===== src/design/svpp_ram.sv =====
module svpp_ram #(
  parameter int WIDTH = 16,
  parameter int DEPTH = 16,
  localparam int AW = (DEPTH > 1) ? $clog2(DEPTH) : 1
) (
  input  logic             clk,
  input  logic             we,
  input  logic [AW-1:0]    waddr,
  input  logic [WIDTH-1:0] wdata,
  input  logic [AW-1:0]    raddr,
  output logic [WIDTH-1:0] rdata
);

  logic [WIDTH-1:0] mem [DEPTH];

  always_ff @(posedge clk) begin
    if (we) begin
      mem[waddr] <= wdata;
    end
    rdata <= mem[raddr];
  end

endmodule


===== config.mk =====
export PLATFORM = sky130hd
export DESIGN_NAME = svpp_ram
export DESIGN_NICKNAME = d
export VERILOG_FILES = /design/src/design/svpp_ram.sv
export SDC_FILE = /design/constraint.sdc
export NUM_CORES = 1
export LEC_CHECK = 0
export BUFFER_PORTS_ARGS = -buffer_cell sky130_fd_sc_hd__buf_2
export CORE_ASPECT_RATIO = 0.75
export CORE_UTILIZATION = 60
export DETAILED_ROUTE_END_ITERATION = 8
export PLACE_DENSITY = 0.88
export RECOVER_POWER = 25
export SLEW_MARGIN = 20
export SYNTH_ARGS = -nofsm -noshare
export SYNTH_HDL_FRONTEND = slang
export SYNTH_SLANG_ARGS = --single-unit

===== constraint.sdc =====
create_clock -name clk -period 2.8 [get_ports clk]
set_input_delay 0.28 -clock clk [delete_from_list [all_inputs] [get_ports clk]]
set_output_delay 0.28 -clock clk [all_outputs]
set_load 0.01 [all_outputs]

==> results of run 1 <==
## cell families after synthesis
family | Yosys count | synth area share (%)
compound gates | 32 | 2.39
simple gates | 43 | 1.92
mux | 64 | 14.7
buf+inv | 21 | 1.23
flops | 272 | 79.7
## cells in the mapped netlist (all sizes together)
cell type and count:
a22oi 32, and2 1, buf 13, clkbuf 8
dfxtp 16, edfxtp 256, mux4 64, nand2 17
nand2b 2, nand3 1, nand3b 2, nor2 13
nor2b 2, nor3 4, or3b 1
## power groups by stage
stage	logic [mW]	clock network (mW)	registers (mW)
floorplan	0.222	0	4.67
global placement	0.390	0	4.66
detailed placement	0.408	0	4.66
CTS	0.411	3.26	4.58
global route	0.438	3.41	4.58
finish	0.406	3.22	4.58
## cell type report
cell class	instances	area share, %
Sequential cell	272	70.1
Clock inverter	11	0.920
Timing Repair Buffer	68	3.70
Clock buffer	33	5.83
Multi-Input combinational cell	139	17.2
Tap cell	210	2.30
## state kept, by name, indices dropped and copies added (netlist names)
name   count
rdata     16
mem      256
## worst paths after layout
path / cells past startpoint / start / endpoint
max reg2reg: 3 / mem[2][1] / rdata[1]
max: 4 / waddr[2] / mem[2][3]
min: 1 / wdata[7] / mem[15][7]
min reg2reg: 3 / mem[14][3] / rdata[3]
## worst max-delay path, delay by kind of cell
family,cells,cell delay [ns]
simple gates,2,0.98
buf+inv,2,0.41
## through the flow
stage	cell area [sq um]	utilization [%]	total power [mW]	setup WS (ns)	std cells
2_1_floorplan	10000	-	4.89	0.465	432
3_3_place_gp	10700	66.0	5.05	0.862	689
3_5_place_dp	10700	66.0	5.07	0.814	689
4_1_cts	11400	70.8	8.25	1.35	733
5_1_grt	11400	70.7	8.43	1.20	733
6_report	11400	70.7	8.21	1.34	733
## per-layer routing
metal	up-vias	wire, microns
li1	1982	-
met3	45	1330
met1	2493	8400
met4	0	629
met2	210	9470
met5	-	0
==> run summary, run 1 <==
Reg power frac: 55.8%
synth-to-layout area growth: 13.8%
Slew HR: 33.7%
pwr dens: 718 nW/um^2
Setup TNS Final: 0 ns
CP arrival: 1.68 ns
remaining global-route overflow: 0
switching power: 1.64 mW
IO Pins: 42
met1 GRT Util: 36.5%
commonest cells after routing, fill and taps aside: edfxtp_1 (256), mux4_2 (54), a22oi_1 (32), buf_2 (30), buf_4 (26)
first-pass GRT wire length: 30.0 mm
clk sinks: 272
maximum fanout along the worst path: 9
CP required: 3.01 ns
crit path cell chain: buf_2 > or3b_2 > nor2_2 > buf_4
met3 usage: 3.84%
Final Max Slew Viols: 0
fill count: 944
cts hold-fix bufs: 0
Yosys Warn Count: 0
Sw Ratio: 20.0%
max_cap viols: 0
DRT Pass-1 Iters: 5
sequential area share after synthesis: 79.7%
clk_lat worst skew: 0.52 ns
Avg Vias per Cell: 6.45
Die H: 114 microns
post-synthesis cell area: 10000 sq um
initial antenna violation count: 0
net count reported at finish: 531
fin crit share: 52.2%
Yosys top cell area share: 76.5%
register bit count reported by yosys: 272
clock network fraction of total power: 39.3%
Resized cells post-CTS: 0
postcts setup bufs: 0
pin count of the biggest net entering global routing: 24
Post-Route Skew: 0.00835 ns
commonest non-fill, non-tap cell in the layout: edfxtp_1
Hold Path Class: primary input to flop
root buf cell: clkbuf_16
CP max stage delay: 0.54 ns
area taken by multi-input logic gates: 1960 sq um
met2 Resource Use GR: 38.7%
fmax: 0.684 GHz
worst hold slack: 0.138 ns
slowest cell on the critical path: or3b_2
layout cells sized above 1: 31.0%
nature of the critical path endpoint: flop
Routed WL: 19.8 mm
DR iter-0 viols: 407
Post-Syn Instances: 432
peak supply drop: 0.519 mV
register area: 8010 sq um
number of remaining DRC errors: 0
Routed Antenna Nets: 0
RSZ-0062 raised after global routing: no
Top Usage Layer GRT: met2
die area: 17300 sq um
Final setup viols: 0
register-to-register setup slack: 1.41 ns
CTS tree: done
top area cells in the synthesized netlist: edfxtp_1 (77%), mux4_2 (12%), dfxtp_1 (3.2%)
hold violation count in the final report: 0
outcome: completed
post-DP HPWL: 11.4 mm
Die Width: 151 microns
Startpoint Class: primary input
vias in the first global route: 5005
htree depth: 1
post-synth net total: 458
average size of a mapped cell: 23.2 sq um
crit path time final: 1.46 ns
Clock Tree Buf Depth: 3
pin slew with the least headroom to its limit: 0.995 ns
TritonCTS buffer count: 24
core footprint: 16200 sq um
routability congestion estimate: 0.764
Cell Int Power: 6.57 mW
Comb pwr share: 5.0%
Total GRT Usage: 24.9%
unique cell type count in the Yosys netlist: 19
initial core utilization: 62.1%
kind of critical path: primary input to flop
clk slew on worst S/H paths: 0.06 ns
Port Buf Inserts: 41
post-synth top area cell: edfxtp_1
drt wl/cell: 27.1 microns
via count: 4730
Leak: 3.73 nW
ant diodes: 0
Rows: 40
Power figures use the tool's default switching activity.
==> run 2: changes to the inputs <==
CORE_UTILIZATION = 55   (was 60)
PLACE_DENSITY = 0.85   (was 0.88)
clock period = 1.31 ns   (was 2.8 ns; I/O delays follow)
==> run summary, run 2 (synthesis gave the netlist of run 1 again) <==
CTS tree: done (unchanged)
Startpoint Class: flop (was primary input)
outcome: completed (unchanged)
kind of critical path: flop to flop (was primary input to flop)
layout cells sized above 1: 37.0% (was 31.0%)
fill count: 1089 (was 944)
Port Buf Inserts: 41 (unchanged)
Rows: 42 (was 40)
slack of the critical path: 0.00171 ns (was 1.34 ns)
number of remaining DRC errors: 0 (unchanged)
CP required: 1.71 ns (was 3.01 ns)
clk slew on worst S/H paths: 0.07 ns (was 0.06 ns)
net count reported at finish: 562 (was 531)
Final Max Slew Viols: 0 (unchanged)
Die Width: 158 microns (was 151 microns)
clk sinks: 272 (unchanged)
ant diodes: 0 (unchanged)
Post-Route Skew: 0.00888 ns (was 0.00835 ns)
first-pass GRT wire length: 31.7 mm (was 30.0 mm)
core footprint: 17800 sq um (was 16200 sq um)
crit path time final: 1.31 ns
postcts setup bufs: 0 (unchanged)
Routed Antenna Nets: 0 (unchanged)
clock network fraction of total power: 42.8% (was 39.3%)
root buf cell: clkbuf_16 (unchanged)
peak supply drop: 1.50 mV (was 0.519 mV)
pin slew with the least headroom to its limit: 0.693 ns (was 0.995 ns)
Die H: 119 microns (was 114 microns)
clk_lat worst skew: 0.51 ns (was 0.52 ns)
area taken by multi-input logic gates: 2050 sq um (was 1960 sq um)
htree depth: 1 (unchanged)
commonest cells after routing, fill and taps aside: edfxtp_1 (256), mux4_2 (58), buf_2 (31), clkbuf_16 (25), buf_12 (23) (was edfxtp_1 (256), mux4_2 (54), a22oi_1 (32), buf_2 (30), buf_4 (26))
Leak: 4.02 nW (was 3.73 nW)
commonest non-fill, non-tap cell in the layout: edfxtp_1 (unchanged)
Avg Vias per Cell: 6.12 (was 6.45)
die area: 18800 sq um (was 17300 sq um)
total power: 18.9 mW (was 8.21 mW)
biggest regs: mem: 256 flops, rdata: 16 flops (unchanged)
fin crit share: 99.9%
max FFs per register: 256 (unchanged)
routability congestion estimate: 0.759 (was 0.764)
via count: 4875 (was 4730)
Routed WL: 21.4 mm (was 19.8 mm)
DRT Pass-1 Iters: 5 (unchanged)
initial core utilization: 56.5% (was 62.1%)
drt wl/cell: 26.9 microns (was 27.1 microns)
pwr dens: 1550 nW/um^2 (was 718 nW/um^2)
register area: 8010 sq um (unchanged)
final core utilization: 68.9% (was 70.7%)
max_cap viols: 0 (unchanged)
Comb pwr share: 5.5% (was 5.0%)
fmax: 0.764 GHz
switching power: 3.60 mW (was 1.64 mW)
Cell Int Power: 15.3 mW (was 6.57 mW)
Final setup viols: 0 (unchanged)
Top reg by flops: mem (unchanged)
Post-Place Setup Slack: -0.289 ns (was 0.814 ns)
Slew HR: 53.6% (was 33.7%)
CP arrival: 1.71 ns (was 1.68 ns)
Hold Path Class: primary input to flop (unchanged)
RSZ-0062 raised after global routing: yes (was no)
IO Pins: 42 (unchanged)
vias in the first global route: 5193 (was 5005)
Sw Ratio: 19.0% (was 20.0%)
DR iter-0 viols: 485 (was 407)
post-DP HPWL: 11.8 mm (was 11.4 mm)
Reg power frac: 51.7% (was 55.8%)
Clock Tree Buf Depth: 3 (unchanged)
synth-to-layout area growth: 21.9% (was 13.8%)
worst hold slack: 0.125 ns (was 0.138 ns)
TritonCTS buffer count: 24 (unchanged)
initial antenna violation count: 0 (unchanged)
Total GRT Usage: 24.0% (was 24.9%)
remaining global-route overflow: 0 (unchanged)
maximum fanout along the worst path: 1 (was 9)
pin count of the biggest net entering global routing: 26 (was 24)
hold violation count in the final report: 0 (unchanged)
nature of the critical path endpoint: flop (unchanged)
run 2: cell types whose count changed in the layout (fill, tap and decap cells not counted), sizes merged:
cell / previous run / this run
buf: 58 / 76
bufinv: 2 / 8
clkbuf: 43 / 40
clkinv: 7 / 4
clkinvlp: 2 / 1
dlygate4sd3: 0 / 14
run 2: worst max-delay path, stage by stage (launching register included):
cell	delay, ns
edfxtp_1	0.41
mux4_2	0.55
a22oi_2	0.16
nand2_1	0.07
run 2: power by group through the flow:
stage / Combinational (mW) / Sequential (mW) / Clock [mW]
after floorplan: 0.490 / 9.98 / 0
after global placement: 0.925 / 9.96 / 0
after detailed placement: 0.976 / 9.97 / 0
after CTS: 1.04 / 9.79 / 8.21
after global routing: 1.11 / 9.80 / 8.55
final: 1.04 / 9.79 / 8.09
run 2: stage by stage:
stage          setup TNS (ns)  area, sq um  instances
2_1_floorplan          -26.07        10100        432
3_3_place_gp           -10.58        11100        738
3_5_place_dp           -19.08        11100        738
4_1_cts              -0.00478        12200        796
5_1_grt                -0.107        12200        796
6_report                    0        12200        796
run 2: cell type report:
cell class | instances | share of cell area, %
Sequential cell | 272 | 65.4
Clock buffer | 31 | 5.38
Clock inverter | 13 | 2.19
Multi-Input combinational cell | 139 | 16.7
Timing Repair Buffer | 99 | 7.80
Tap cell | 242 | 2.47
run 2: final timing paths:
path	start	end	slack (ns)	cells past startpoint
worst max-delay path	mem[15][12]	rdata[12]	0.002	3
worst min-delay path	wdata[14]	mem[14][14]	0.12	1
worst max register to register	mem[15][12]	rdata[12]	0.002	3
worst min register to register	mem[7][15]	rdata[15]	0.67	3
run 2: repair_timing:
item                       4_1_cts  5_1_grt
gates resized for setup          7       11
hold buffers                    14        0
hold endpoints to repair       200        0
gates cloned                     0        0
pin swaps                        7        2
setup endpoints to repair        7        9
run 2: routing by layer:
| layer | track usage (%) | wire (microns) | part of all wire (%) | vias to the layer above |
|---|---|---|---|---|
| met4 | 6.73 | 582 | 2.7 | 0 |
| met1 | 33.5 | 8340 | 39 | 2538 |
| met3 | 4.84 | 1760 | 8.2 | 47 |
| met5 | 0 | 0 | 0 | - |
| li1 | - | - | - | 2042 |
| met2 | 39.0 | 10700 | 50 | 248 |
